===== src/rtl/core/eabv_pkg.sv =====
package eabv_pkg;

    localparam int WORK_FRAC = 30;
    localparam int LANES     = 3;

    typedef logic signed [15:0] t_ang;
    typedef logic signed [32:0] t_work;
    typedef logic signed [31:0] t_q30;
    typedef logic        [15:0] t_out;

    typedef struct packed {
        t_work      x;
        t_work      y;
        t_work      r;
        logic [1:0] q;
    } t_lane;

    typedef t_lane [LANES-1:0] t_lanes;

    localparam t_work GAIN_Q30 = 33'sh026DD3B6A;

    localparam logic [31:0] ATAN [32] = '{
        32'h20000000, 32'h12E4051D, 32'h09FB385B, 32'h051111D4,
        32'h028B0D43, 32'h0145D7E1, 32'h00A2F61E, 32'h00517C55,
        32'h0028BE53, 32'h00145F2E, 32'h000A2F98, 32'h000517CC,
        32'h00028BE6, 32'h000145F3, 32'h0000A2F9, 32'h0000517C,
        32'h000028BE, 32'h0000145F, 32'h00000A2F, 32'h00000517,
        32'h0000028B, 32'h00000145, 32'h000000A2, 32'h00000051,
        32'h00000028, 32'h00000014, 32'h0000000A, 32'h00000005,
        32'h00000002, 32'h00000001, 32'h00000000, 32'h00000000
    };

    // q30 product, rounded half up with floor shift
    function automatic t_q30 mulq(input t_q30 a, input t_q30 b);
        logic signed [63:0] p;
        p = 64'(a) * 64'(b) + 64'sd536870912;
        return p[61:30];
    endfunction

endpackage


===== src/rtl/core/eabv_angle.sv =====
module eabv_angle (
    input  logic              i_clk,
    input  logic              i_rst_n,
    input  logic              i_en,
    input  logic              i_valid,
    input  eabv_pkg::t_ang    i_ang [eabv_pkg::LANES],
    output logic              o_valid,
    output eabv_pkg::t_lanes  o_lanes
);

    logic [4:0]  r_valid;
    logic [14:0] r_a   [eabv_pkg::LANES];
    logic [14:0] r_a2  [eabv_pkg::LANES];
    logic [8:0]  r_qa  [eabv_pkg::LANES];
    logic [8:0]  r_qa2 [eabv_pkg::LANES];
    logic [8:0]  r_qa3 [eabv_pkg::LANES];
    logic [5:0]  r_ra  [eabv_pkg::LANES];
    logic [22:0] r_base[eabv_pkg::LANES];
    logic [4:0]  r_sml [eabv_pkg::LANES];
    eabv_pkg::t_lanes r_lanes;

    logic signed [16:0] n_red  [eabv_pkg::LANES];
    logic [35:0]        n_qp   [eabv_pkg::LANES];
    logic [14:0]        n_rdf  [eabv_pkg::LANES];
    logic [11:0]        n_t    [eabv_pkg::LANES];
    logic [29:0]        n_sp   [eabv_pkg::LANES];
    logic [31:0]        n_z    [eabv_pkg::LANES];

    always_comb begin
        for (int k = 0; k < eabv_pkg::LANES; k++) begin
            n_red[k] = 17'(i_ang[k]);
            if (n_red[k] < -17'sd23040) begin
                n_red[k] = n_red[k] + 17'sd46080;
            end else if (n_red[k] < 17'sd0) begin
                n_red[k] = n_red[k] + 17'sd23040;
            end else if (n_red[k] >= 17'sd23040) begin
                n_red[k] = n_red[k] - 17'sd23040;
            end
            // divide by 45 through reciprocal
            n_qp[k]  = 36'(r_a[k]) * 36'd1491309;
            n_rdf[k] = r_a2[k] - 15'(r_qa[k] * 15'd45);
            n_t[k]   = 12'(r_ra[k]) * 12'd46 + 12'd45;
            n_sp[k]  = 30'(n_t[k]) * 30'd186414;
            n_z[k]   = {r_qa3[k], 23'd0} + 32'(r_base[k]) + 32'(r_sml[k]);
        end
    end

    always_ff @(posedge i_clk) begin
        if (!i_rst_n) begin
            r_valid <= '0;
        end else if (i_en) begin
            r_valid <= {r_valid[3:0], i_valid};
        end
    end

    always_ff @(posedge i_clk) begin
        if (i_en) begin
            for (int k = 0; k < eabv_pkg::LANES; k++) begin
                r_a[k]    <= n_red[k][14:0];
                r_qa[k]   <= n_qp[k][34:26];
                r_a2[k]   <= r_a[k];
                r_ra[k]   <= n_rdf[k][5:0];
                r_qa2[k]  <= r_qa[k];
                r_base[k] <= 23'(r_ra[k] * 23'd186413);
                r_sml[k]  <= n_sp[k][28:24];
                r_qa3[k]  <= r_qa2[k];
                r_lanes[k].x <= eabv_pkg::GAIN_Q30;
                r_lanes[k].y <= '0;
                r_lanes[k].r <= {3'd0, n_z[k][29:0]};
                r_lanes[k].q <= n_z[k][31:30];
            end
        end
    end

    assign o_valid = r_valid[4];
    assign o_lanes = r_lanes;

endmodule


===== config.mk =====
export PLATFORM = sky130hd
export DESIGN_NAME = eabv_angle
export DESIGN_NICKNAME = d
export VERILOG_FILES = /design/src/rtl/core/eabv_pkg.sv /design/src/rtl/core/eabv_angle.sv
export SDC_FILE = /design/constraint.sdc
export NUM_CORES = 2
export LEC_CHECK = 0
export ABC_AREA = 0
export BUFFER_PORTS_ARGS = -buffer_cell sky130_fd_sc_hd__buf_2
export CORE_AREA = 2 2 271 273
export CTS_CLUSTER_DIAMETER = 200
export DETAILED_ROUTE_END_ITERATION = 10
export DIE_AREA = 0 0 273 275
export PLACE_DENSITY = 0.83
export SLEW_MARGIN = 10
export SYNTH_ARGS = -nofsm -noshare
export SYNTH_HDL_FRONTEND = slang
export SYNTH_SLANG_ARGS = --single-unit

===== constraint.sdc =====
create_clock -name i_clk -period 9.41 [get_ports i_clk]
set_input_delay 0.941 -clock i_clk [delete_from_list [all_inputs] [get_ports i_clk]]
set_output_delay 0.941 -clock i_clk [all_outputs]
set_load 0.02 [all_outputs]

==> results summary <==
The first global-routing pass estimated 137000 µm of wire. The die area came out at 0.0751 mm². The count of nets left with antenna violations once routing finished came out at 0. The length of the first detailed-routing pass in iterations is 5. At the worst endpoint, the required time is 9.70 ns.

The routed design could run at a clock period as short as 8.69 ns. The critical path class is register to register. The total of max-cap violations is 0. The first-iteration detailed-routing DRC count came out at 1476. The post-route setup TNS came out at 0 ns. From left edge to right edge, the die measures 273 µm. The worst hold path begins at r_qa2[0][19]$_DFFE_PP_. The pre-CTS setup slack is 0.498 ns. The final number of hold-violating endpoints is 0. The slew at the pin closest to its max-slew limit came out at 1.32 ns. The clock net in this run drives a total of 347 sinks. The detailed-route vias per instance is 5.21.

The startpoint of the worst setup timing path is r_ra[0][8]$_DFFE_PP_. The floorplan step defined a core boundary enclosing 0.0723 mm². For this run, the post-layout net count is 5560.

The number of storage elements in the synthesis netlist came out at 347. The pin count of the biggest net entering global routing came out at 84. The post-synthesis to final-layout area growth is 5.97%. The number of gates resized after cts came out at 0. The type of destination of the critical path is a register.

By area the synthesized netlist is led by sky130_fd_sc_hd__ha_1 (24%), sky130_fd_sc_hd__edfxtp_1 (24%), sky130_fd_sc_hd__fa_1 (21%). The Yosys step of the flow raised 0 warnings. The worst path meets setup with 0.725 ns of slack.

The routed length per instance came out at 16.1 µm. The clock transition time at the flip-flop clock pins of the worst setup and hold paths came out at 0.06 ns. The total I/O pin count came out at 356. The number of global-route vias before repair is 27897. The largest total area in the synthesized netlist belongs to sky130_fd_sc_hd__ha_1. Of the cells placed in the final design, the portion with a size suffix greater than 1 is 5.49%. The share of async-settable or async-resettable flops after synthesis is 0%. TritonCTS built the clock tree. The final count of pins violating max slew came out at 0. The clock passes through at most 3 buffers. The number of antenna violations at the first check in global routing came to 0.

The most numerous cell type found on the critical path is sky130_fd_sc_hd__inv_1. The data arrival time of the critical path is 8.98 ns. The run finished with clean final reports. The upper clock frequency limit is 0.115 GHz. The number of placement rows came out at 99. The height of the die is 275 µm. For this run, the total global-route usage over all layers was measured as 22.7%. The number of DRC violations after detailed routing is 0. The worst slew slack as a fraction of its limit came out at 11.5%. The critical-path cell with the highest stage delay is sky130_fd_sc_hd__fa_1. The largest fanout of any net on the critical path came out at 5. The total number of vias is 27102. Setup repair after global routing left no endpoint under its margin. The class of the tightest hold or removal check is register to register. After synthesis, flip-flops and latches occupy 24.1% of the total area. The setup-violating endpoint count in the final report came out at 0. The part of the cycle the worst path needs came out at 92.3%. The number of buffers created by CTS is 41. The post-CTS repair timing setup buffer count came out at 0. The count of buffers from port buffering came out at 148. At the end of routability-driven placement, the weighted congestion stood at 0.946.

For this run, the leading register cell type out of synthesis is sky130_fd_sc_hd__edfxtp_1. STA classifies the critical path startpoint as a register. After global routing the overflow that remains totals 0. The cell sitting at the root of the clock tree is a sky130_fd_sc_hd__clkbuf_16. The share of the synthesized area in the top cell type came out at 24.4%.

The number of buffers and inverters on the critical path came out at 6. The cell with the most instances after synthesis is sky130_fd_sc_hd__inv_1. After synthesis, the netlist uses 70 different library cells.

The post-synthesis instance total came out at 4031. The post-synthesis cell area is 0.0430 mm². The effective utilization at floorplan came out at 59.5%. The number of enable-type register cells in the synthesized netlist is 342. In this design, the stage delay of the slowest critical-path cell is 0.51 ns.

The total of hold buffers inserted after clock tree synthesis came out at 0. The critical register-to-register path startpoint is r_ra[0][8]$_DFFE_PP_. The HPWL after detailed placement came out at 71900 µm. 0 antenna diodes ended up in the layout. On the critical path the largest part of the delay comes from adder cells. The worst clock skew on the final layout came out at 0.0346 ns. The post-detailed-routing wire length came out at 83900 µm. The average cell area after synthesis is 10.7 µm². The source-to-sink clock delay at the later pin of the worst-skew pair is 0.58 ns. The number of H-tree branching levels is 2. Ranked by instance count, the synthesized netlist is headed by sky130_fd_sc_hd__inv_1 (968), sky130_fd_sc_hd__ha_1 (839), sky130_fd_sc_hd__fa_1 (456).
[kinds of logic after synthesis]
family | count (synthesis) | synth area share [%]
AO/OA/AOI/OAI | 435 | 6.59
XOR/XNOR | 292 | 5.95
adder cells (fa/ha/maj) | 1295 | 45.6
buffers and inverters | 1195 | 12.2
flip-flops | 347 | 24.1
multiplexers | 7 | 0.166
other | 2 | 0.0175
AND/OR/NAND/NOR | 458 | 5.29
[metal layers]
| layer | up-vias | part of all wire [%] | global-route usage [%] | routed length, µm |
|---|---|---|---|---|
| li1 | 13163 | - | - | - |
| met3 | 147 | 5.3 | 3.61 | 4470 |
| met4 | 0 | 2.5 | 6.00 | 2120 |
| met1 | 13142 | 44 | 30.6 | 37100 |
| met2 | 650 | 48 | 38.5 | 40200 |
| met5 | - | 0 | 0 | 0 |
[cell usage in the layout, fill, tap and decap left out, types with 80 or more instances in the layout]
| cell | instances |
|---|---|
| sky130_fd_sc_hd__a21oi_1 | 117 |
| sky130_fd_sc_hd__nand2_1 | 123 |
| sky130_fd_sc_hd__ha_1 | 839 |
| sky130_fd_sc_hd__a21o_1 | 80 |
| sky130_fd_sc_hd__inv_1 | 968 |
| sky130_fd_sc_hd__conb_1 | 207 |
| sky130_fd_sc_hd__xnor2_1 | 221 |
| sky130_fd_sc_hd__buf_2 | 147 |
| sky130_fd_sc_hd__edfxtp_1 | 342 |
| sky130_fd_sc_hd__fa_1 | 456 |
| sky130_fd_sc_hd__nor2_1 | 82 |
[area by class of cell]
type / instances / area [µm²]
tap: 959 / 1200
clock inverter: 27 / 288
fill: 5708 / 26800
timing repair buffer: 156 / 811
sequential: 347 / 10400
inverter: 973 / 3650
clock buffer: 48 / 1090
multi-input combinational: 2694 / 28200
[flip-flops by register name, indices dropped and copies added, names as in the netlist, 15 cells and up]
signal   count
r_ra        18
r_qa3       27
r_sml       15
r_a2        18
r_a         45
r_qa        27
r_qa2       27
r_base      69
o_lanes     96
[worst reg2reg max path, delay by kind of cell, from the launching register on]
family          cells  cell delay, ns
fa+ha+maj          10            4.02
compound gates     12            2.77
xor+xnor            3            0.59
flops               1            0.49
buf+inv             6            0.32
simple gates        2            0.23
[stage by stage]
| step | utilization (%) | cell area [µm²] | instances | hold slack, ns |
|---|---|---|---|---|
| final | 63.0 | 45600 | 5204 | 0.417 |
| after global routing | 63.0 | 45600 | 5204 | 0.422 |
| after CTS | 63.0 | 45600 | 5204 | 0.418 |
| after detailed placement | 61.1 | 44200 | 5129 | 0.405 |
| after global placement | 61.1 | 44200 | 5129 | 0.401 |
| after floorplan | - | 43800 | 4236 | 0.400 |
[path summary, 6_finish.rpt]
| path | endpoint | slack, ns | cells past startpoint |
|---|---|---|---|
| setup / recovery | r_sml[0][9]$_DFFE_PP_ | 0.72 | 33 |
| setup reg to reg | r_sml[0][9]$_DFFE_PP_ | 0.72 | 33 |
| hold / removal | r_qa3[0][19]$_DFFE_PP_ | 0.42 | 0 |
| hold reg to reg | r_qa3[0][19]$_DFFE_PP_ | 0.42 | 0 |
Power is left out: the tool's default activity adds up to more than one toggle a clock period on the data nets, which glitch-free logic cannot reach.
