==> src/rtl/core/eabv_pkg.sv <==
package eabv_pkg;

    localparam int WORK_FRAC = 30;
    localparam int LANES     = 3;

    typedef logic signed [15:0] t_ang;
    typedef logic signed [32:0] t_work;
    typedef logic signed [31:0] t_q30;
    typedef logic        [15:0] t_out;

    typedef struct packed {
        t_work      x;
        t_work      y;
        t_work      r;
        logic [1:0] q;
    } t_lane;

    typedef t_lane [LANES-1:0] t_lanes;

    localparam t_work GAIN_Q30 = 33'sh026DD3B6A;

    localparam logic [31:0] ATAN [32] = '{
        32'h20000000, 32'h12E4051D, 32'h09FB385B, 32'h051111D4,
        32'h028B0D43, 32'h0145D7E1, 32'h00A2F61E, 32'h00517C55,
        32'h0028BE53, 32'h00145F2E, 32'h000A2F98, 32'h000517CC,
        32'h00028BE6, 32'h000145F3, 32'h0000A2F9, 32'h0000517C,
        32'h000028BE, 32'h0000145F, 32'h00000A2F, 32'h00000517,
        32'h0000028B, 32'h00000145, 32'h000000A2, 32'h00000051,
        32'h00000028, 32'h00000014, 32'h0000000A, 32'h00000005,
        32'h00000002, 32'h00000001, 32'h00000000, 32'h00000000
    };

    // q30 product, rounded half up with floor shift
    function automatic t_q30 mulq(input t_q30 a, input t_q30 b);
        logic signed [63:0] p;
        p = 64'(a) * 64'(b) + 64'sd536870912;
        return p[61:30];
    endfunction

endpackage

==> src/rtl/core/eabv_cell.sv <==
module eabv_cell #(
    parameter int I = 0
) (
    input  logic              i_clk,
    input  logic              i_rst_n,
    input  logic              i_en,
    input  logic              i_valid,
    input  eabv_pkg::t_lanes  i_lanes,
    output logic              o_valid,
    output eabv_pkg::t_lanes  o_lanes
);

    localparam eabv_pkg::t_work AT = {1'b0, eabv_pkg::ATAN[I]};

    logic             r_valid;
    eabv_pkg::t_lanes r_lanes;
    eabv_pkg::t_lanes n_lanes;

    always_comb begin
        for (int k = 0; k < eabv_pkg::LANES; k++) begin
            n_lanes[k].q = i_lanes[k].q;
            if (!i_lanes[k].r[32]) begin
                n_lanes[k].x = i_lanes[k].x - (i_lanes[k].y >>> I);
                n_lanes[k].y = i_lanes[k].y + (i_lanes[k].x >>> I);
                n_lanes[k].r = i_lanes[k].r - AT;
            end else begin
                n_lanes[k].x = i_lanes[k].x + (i_lanes[k].y >>> I);
                n_lanes[k].y = i_lanes[k].y - (i_lanes[k].x >>> I);
                n_lanes[k].r = i_lanes[k].r + AT;
            end
        end
    end

    always_ff @(posedge i_clk) begin
        if (!i_rst_n) begin
            r_valid <= 1'b0;
        end else if (i_en) begin
            r_valid <= i_valid;
        end
    end

    always_ff @(posedge i_clk) begin
        if (i_en) begin
            r_lanes <= n_lanes;
        end
    end

    assign o_valid = r_valid;
    assign o_lanes = r_lanes;

endmodule

==> config.mk <==
export PLATFORM = sky130hd
export DESIGN_NAME = eabv_cell
export DESIGN_NICKNAME = d
export VERILOG_FILES = /design/src/rtl/core/eabv_pkg.sv /design/src/rtl/core/eabv_cell.sv
export SDC_FILE = /design/constraint.sdc
export NUM_CORES = 1
export LEC_CHECK = 0
export BUFFER_PORTS_ARGS = -buffer_cell sky130_fd_sc_hd__buf_2
export CAP_MARGIN = 20
export CORE_ASPECT_RATIO = 0.75
export CORE_MARGIN = 5
export CORE_UTILIZATION = 45
export CTS_CLUSTER_DIAMETER = 40
export DETAILED_ROUTE_END_ITERATION = 8
export GPL_TIMING_DRIVEN = 0
export HOLD_SLACK_MARGIN = 0.15
export PLACE_DENSITY = 0.69
export SYNTH_ARGS = -nofsm -noshare
export SYNTH_HDL_FRONTEND = slang
export SYNTH_SLANG_ARGS = --single-unit
==> constraint.sdc <==
create_clock -name i_clk -period 6.7 [get_ports i_clk]
set_input_delay 0.335 -clock i_clk [delete_from_list [all_inputs] [get_ports i_clk]]
set_output_delay 0.335 -clock i_clk [all_outputs]
set_load 0.005 [all_outputs]
==> results of run 1 <==
==> Yosys cell counts (7+ instances only) <==
cell type	number	area share [%]
or4_1	8	0.23
a21oi_1	348	6.7
a2111oi_0	7	0.24
o2111ai_1	7	0.24
o21a_1	17	0.49
buf_1	22	0.32
a31oi_1	46	1.1
nand2_1	124	1.8
xor2_1	27	0.91
o31ai_1	28	0.81
o221ai_1	11	0.37
fa_1	12	0.93
o21ai_0	154	3.0
nor2b_1	36	0.87
edfxtp_1	300	35
a221o_1	9	0.35
nor4_1	32	0.77
clkbuf_1	105	1.5
nand4_1	29	0.70
o22ai_1	8	0.19
or3_1	13	0.31
a21o_1	62	1.8
xnor2_1	161	5.4
nand2b_1	28	0.68
o21bai_1	73	2.1
a211oi_1	29	0.84
and2_1	9	0.22
mux2i_1	32	1.2
or2_2	7	0.17
ha_1	294	14
o21ai_1	53	1.0
a311oi_1	11	0.37
nand3_1	45	0.87
a211o_1	12	0.41
inv_1	292	4.2
inv_2	16	0.23
o211ai_1	29	0.84
nor2_1	231	3.3
a221oi_1	12	0.41
and3_1	9	0.22
nor3_1	72	1.4
==> worst max-delay path by stage <==
stage	startpoint	slack, ps	endpoint	cells past startpoint
after floorplan	i_lanes[244]	3650	o_lanes[268]	11
after global placement	i_en	780	o_valid	3
after detailed placement	i_lanes[136]	2420	o_lanes[168]	12
after CTS	i_lanes[270]	2870	o_lanes[267]	13
after global routing	i_lanes[270]	2600	o_lanes[267]	13
final	i_lanes[270]	2790	o_lanes[267]	13
==> worst register-to-register path: stages, from the launching register on <==
cell and delay, ps:
dfxtp_1 310, mux2i_1 130, nor2b_1 60, dlygate4sd3_1 540
==> flip-flops by register name (all words and copies together) (netlist names) <==
signal   count
o_valid      1
o_lanes    300
==> placed cells by master, fill, tap and decap left out, types with 11 or more instances in the layout <==
cell type,Yosys,final
o211ai_1,29,29
fa_1,12,12
a211o_1,12,12
buf_1,22,22
edfxtp_1,300,300
clkbuf_1,105,109
a211oi_1,29,29
o21bai_1,73,73
nand2_1,124,124
nand2b_1,28,28
buf_2,1,608
xor2_1,27,27
mux2i_1,32,32
nand4_1,29,29
xnor2_1,161,161
or3_1,13,13
nor4_1,32,32
nand3_1,45,45
inv_2,16,16
diode_2,0,13
clkbuf_16,0,49
nor2b_1,36,36
a21o_1,62,62
nor2_1,231,231
o21a_1,17,17
a221oi_1,12,12
inv_1,292,292
a31oi_1,46,46
nor3_1,72,72
a311oi_1,11,11
ha_1,294,294
dlygate4sd3_1,0,107
a21oi_1,348,348
o21ai_1,53,53
o21ai_0,154,154
o31ai_1,28,28
o221ai_1,11,11
==> cell type report <==
class | count | area [µm²]
Fill cell | 5348 | 24500
Multi-Input combinational cell | 2172 | 15200
Sequential cell | 301 | 9030
Timing Repair Buffer | 717 | 4180
Clock buffer | 53 | 1240
Inverter | 312 | 1170
Tap cell | 780 | 976
Buffer | 131 | 504
Clock inverter | 37 | 413
Antenna cell | 13 | 32.5
==> power by group through the flow <==
stage	registers [mW]	logic, mW	clock network (mW)
2_1_floorplan	2.56	1.24	0
3_3_place_gp	2.54	2.25	0
3_5_place_dp	2.53	2.25	0
4_1_cts	2.50	2.31	2.57
5_1_grt	2.52	2.55	2.67
6_report	2.50	2.38	2.52
==> per-stage QoR <==
step | power (mW) | std cells | setup WS (ps) | cell area (µm²) | hold slack (ps)
global placement | 4.79 | 4304 | 780 | 29900 | 501
floorplan | 3.80 | 2916 | 3650 | 25900 | 434
CTS | 7.38 | 4503 | 2870 | 32700 | 157
detailed placement | 4.78 | 4306 | 2420 | 30000 | 500
finish | 7.40 | 4516 | 2790 | 32700 | 182
global route | 7.74 | 4514 | 2600 | 32700 | 200
==> cell families after synthesis <==
logic type               after synthesis  share of synthesized area [%]
AO/OA/AOI/OAI                        980                           23.6
AND/OR/NAND/NOR                      665                           12.3
buffers and inverters                443                           6.47
adder cells (fa/ha/maj)              306                           15.1
flip-flops                           301                           34.9
XOR/XNOR                             188                           6.36
multiplexers                          33                           1.28
==> routing by layer <==
layer / up-vias / wire, µm / share of wire (%)
met5: - / 135 / 0.13
li1: 12100 / - / -
met3: 226 / 13000 / 13
met4: 20 / 3350 / 3.2
met2: 1647 / 43400 / 42
met1: 12500 / 43300 / 42
==> repair_timing <==
item                      CTS  global route
hold buffers              107             0
setup buffers               0             0
hold endpoints to repair  106             0
==> results.py, run 1 <==
metrics = {
    "power": {
        "swShare_pct": 35.3,
        "p_sw_mw": 2.61,
        "vdd_ir_drop_max_mv": 0.217,
        "power_leakage_nw": 14.5,
        "clockPowerShare_pct": 34.1,
        "p_int_mw": 4.79,
        "seq_power_share_pct": 33.7,
        "p_per_area_nw_per_um2": 226,
        "combPwrFrac_pct": 32.2,
    },
    "sta": {
        "clock_skew_ps": 0,
        "rsz0062_at_grt": "no",
        "relSlewSlack_pct": 22.4,
        "drv_slew": 0,
        "period_needed_ps": 3910,
        "finalSetupTns_ps": 0,
        "min_period_over_period_pct": 58.3,
        "fmax_mhz": 256,
        "hold_viol": 0,
        "setup_violations": 0,
        "worst_pin_slew_ps": 1160,
    },
    "detailed_routing": {
        "vias_per_cell": 5.87,
        "wire_per_inst_um": 22.9,
        "drc": 0,
        "drtAntennaViolNets": 0,
        "drt_iter0_markers": 3345,
        "num_vias": 26500,
        "dr.pass1.iters": 6,
        "totalWireLength_mm": 103,
    },
    "global_route": {
        "grt_use_total_pct": 31.3,
        "top_usage_layer": "met2",
        "antenna_found_initial": 25,
        "overflow": 0,
        "globalRouteMet3Util_pct": 9.16,
        "grt_pass1_wl_mm": 152,
        "met2_usage_pct": 45.9,
        "grt_max_degree": 127,
        "grt_pass1_vias": 25000,
        "gr-usage-met1_pct": 44.8,
    },
    "clock_tree": {
        "htree_levels": 2,
        "clock_sinks": 301,
        "clk_pin_slew_ps": 60,
        "cts-root-buf": "clkbuf_16",
        "insertion_delay_ps": 580,
        "cts_buffer_depth": 3,
        "cts_buffers": 48,
        "cts_resized": 0,
        "tritoncts": "done",
    },
    "min_path": {
        "whs_endpoint": "o_lanes[280]",
        "hold_class": "input pin to register",
        "whs_path_depth": 1,
        "hold_path.startpoint": "i_en",
    },
    "layout": {
        "fin_util_pct": 57.2,
        "area_growth_pct": 26.4,
        "final_nets": 4296,
        "layout-drive-gt1-share_pct": 19.7,
    },
    "synthesis": {
        "synthCells": 2916,
        "ys.flop_type": "edfxtp_1",
        "synth-seq-cells": 301,
        "ys_seq_area_share_pct": 34.9,
        "ys_warn_count": 0,
        "synth-edff-count": 300,
        "ys_async_sr_fraction_pct": 0,
        "synth_nets": 3529,
        "synth.avg_cell_area_um2": 8.88,
        "synth_cell_type_count": 84,
        "syn_area_um2": 25900,
    },
    "floorplanning": {
        "fp-row-count": 76,
        "initial_core_util_pct": 45.2,
        "pin_count": 611,
        "dieArea_um2": 62500,
        "core_area_um2": 57200,
        "die_h_um": 218,
        "fp.dieW_um": 287,
    },
    "worst_setup_path": {
        "r2r_slack_ps": 5550,
        "r2r_start": "o_valid",
        "crit_chain": "dlygate4sd3_1, buf_2, ha_1, fa_1, nor2b_1, o21a_1, o21ai_1, a31oi_1, a211oi_1, o31ai_1, a311oi_1, mux2i_1, xnor2_1",
        "cp.buffers_inverters": 2,
        "critPathTopFamily": "compound AO/OA/AOI/OAI gates",
        "cp.arrival_ps": 4220,
        "crit_fanout": 7,
        "cpPeakStageDelay_ps": 600,
        "reg2reg_depth": 3,
        "critPathLaunchType": "input pin",
        "critPathSlowestCell": "a211oi_1",
        "cp.required_ps": 7010,
        "path_class": "input pin to register",
        "end_kind": "register",
        "r2r_end": "o_valid",
    },
    "flow_run": {
        "max_cap_violations": 0,
    },
    "status": {
        "status": "finished, final reports clean",
    },
    "placement": {
        "dp_hpwl_mm": 81.1,
        "gp_congestion": 1.02,
        "port_buffers": 608,
    },
}
No activity file was read; power rests on OpenSTA's default activity.
==> run 2, diff against run 1 <==
PLACE_DENSITY = 0.71   (was 0.69)
clock period = 3.45 ns   (was 6.7 ns; I/O delays follow)
==> results.py, run 2 (synthesis results as in run 1) <==
metrics = {
    "min_path": {
        "whs_path_depth": 4,
        "whs_endpoint": "o_lanes[47]",
        "hold_path.startpoint": "i_lanes[80]",
        "hold_class": "input pin to register",
    },
    "clock_tree": {
        "tritoncts": "done",
        "clk_pin_slew_ps": 60,
        "htree_levels": 2,
        "cts_buffer_depth": 3,
        "cts_buffers": 45,
        "insertion_delay_ps": 590,
        "clock_sinks": 301,
        "cts-root-buf": "clkbuf_16",
    },
    "status": {
        "status": "finished, final reports clean",
    },
    "worst_setup_path": {
        "critPathTopFamily": "compound AO/OA/AOI/OAI gates",
        "crit_fanout": 10,
        "critPathSlowestCell": "o31ai_1",
        "cp.buffers_inverters": 3,
        "r2r_end": "o_valid",
        "critPathLaunchType": "input pin",
        "cp.required_ps": 3740,
        "r2r_start": "o_valid",
        "crit_chain": "buf_2, inv_1, ha_1, clkbuf_1, nor2b_1, o21a_1, o21ai_1, a31oi_1, a211oi_1, o31ai_1, a311oi_1, mux2i_1, xnor2_1",
        "cp.arrival_ps": 3720,
        "cpPeakStageDelay_ps": 750,
        "r2r_slack_ps": 2270,
        "end_kind": "register",
        "path_class": "input pin to register",
        "reg2reg_depth": 3,
    },
    "layout": {
        "final_nets": 4313,
        "seq_area_um2": 9030,
        "area_growth_pct": 26.6,
        "final_common_cell": "buf_2",
        "final_area_um2": 32800,
        "final_cell_mix": "buf_2, a21oi_1, edfxtp_1, ha_1, inv_1",
        "largest_reg_flops": 300,
        "fill_cells": 5227,
        "fin_util_pct": 57.3,
        "layout-drive-gt1-share_pct": 19.7,
        "multi_input_area_um2": 15200,
    },
    "sta": {
        "period_needed_ps": 3440,
        "setup_violations": 0,
        "worst_pin_slew_ps": 981,
        "hold_slack_ps": 206,
        "rsz0062_at_grt": "no",
        "fin_ws_ps": 15.0,
        "relSlewSlack_pct": 34.6,
        "fmax_mhz": 291,
        "clock_skew_ps": 0,
        "hold_viol": 0,
        "min_period_over_period_pct": 99.6,
        "drv_slew": 0,
    },
    "floorplanning": {
        "fp-row-count": 76,
        "fp.dieW_um": 287,
        "die_h_um": 218,
        "initial_core_util_pct": 45.2,
        "pin_count": 611,
        "core_area_um2": 57200,
        "dieArea_um2": 62500,
    },
    "global_route": {
        "top_usage_layer": "met2",
        "globalRouteMet3Util_pct": 8.59,
        "gr-usage-met1_pct": 41.9,
        "overflow": 0,
        "grt_pass1_vias": 24600,
        "grt_use_total_pct": 30.2,
        "grt_max_degree": 127,
        "antenna_found_initial": 22,
        "grt_pass1_wl_mm": 147,
        "met2_usage_pct": 45.0,
    },
    "detailed_routing": {
        "num_vias": 26500,
        "drc": 0,
        "totalWireLength_mm": 100,
        "dr.pass1.iters": 6,
        "wire_per_inst_um": 22.1,
        "drt_iter0_markers": 3713,
        "drtAntennaViolNets": 0,
        "vias_per_cell": 5.84,
    },
    "placement": {
        "dp_slack_ps": -669,
        "dp_hpwl_mm": 79.3,
        "port_buffers": 608,
        "gp_congestion": 1.07,
        "place_area_um2": 30000,
    },
    "power": {
        "vdd_ir_drop_max_mv": 0.342,
        "power_leakage_nw": 14.5,
        "p_per_area_nw_per_um2": 424,
        "totalPowerFinal_mw": 13.9,
    },
    "flow_run": {
        "max_cap_violations": 0,
    },
}
run 2: cell types whose count changed in the layout (fill, tap and decap cells not counted), sizes merged, moves of 2 or more:
cell	previous run	this run
dlygate4sd3	107	126
diode	13	18
inv	321	319
clkbuf	158	154
clkinvlp	5	2
clkinv	21	24
run 2: cell type report:
class,instances,share of cell area [%]
clock inverters,34,1.00
well taps,780,2.98
clock buffers,49,3.48
multi-input cells,2172,46.4
flip-flops and latches,301,27.5
plain buffers,131,1.54
repair buffers,737,13.3
inverters,312,3.57
diodes,18,0.137
run 2: worst reg2reg max path, stage by stage (launching register included):
cell	delay, ps
dfxtp_1	310
mux2i_1	130
nor2b_1	60
dlygate4sd3_1	560
run 2: power by group:
part,leakage (nW),internal [mW],total (mW),switching (mW)
Clock,0.720,2.55,4.44,1.89
Sequential,2.94,4.70,4.84,0.133
Combinational,10.9,1.76,4.63,2.86
Total,14.5,9.02,13.9,4.89
run 2: worst max-delay path by stage:
stage | from | endpoint | slack, ps | cells past startpoint
final | i_lanes[239] | o_lanes[267] | 10 | 13
after global routing | i_lanes[239] | o_lanes[267] | 1 | 13
after CTS | i_lanes[36] | o_lanes[64] | 4 | 13
after detailed placement | i_lanes[136] | o_lanes[168] | -670 | 12
after global placement | i_en | o_valid | -2220 | 3
after floorplan | i_lanes[244] | o_lanes[268] | 560 | 11
run 2: what timing repair did:
action                     4_1_cts  5_1_grt
setup endpoints to repair        1        8
hold buffers                   126        0
pin swaps                        0        1
hold endpoints to repair       172        0
setup buffers                    0        1
resized for setup                1        5
run 2: metal layers:
layer  up-vias  wire length (µm)
li1      12100                 -
met1     12400             40700
met2      1716             42200
met3       261             12700
met4        14              4280
met5         -               105
run 2: through the flow:
step           TNS, ps  std cells
3_3_place_gp   -640540       4304
3_5_place_dp     -3740       4306
5_1_grt              0       4526
6_report             0       4534
4_1_cts              0       4515
2_1_floorplan        0       2916
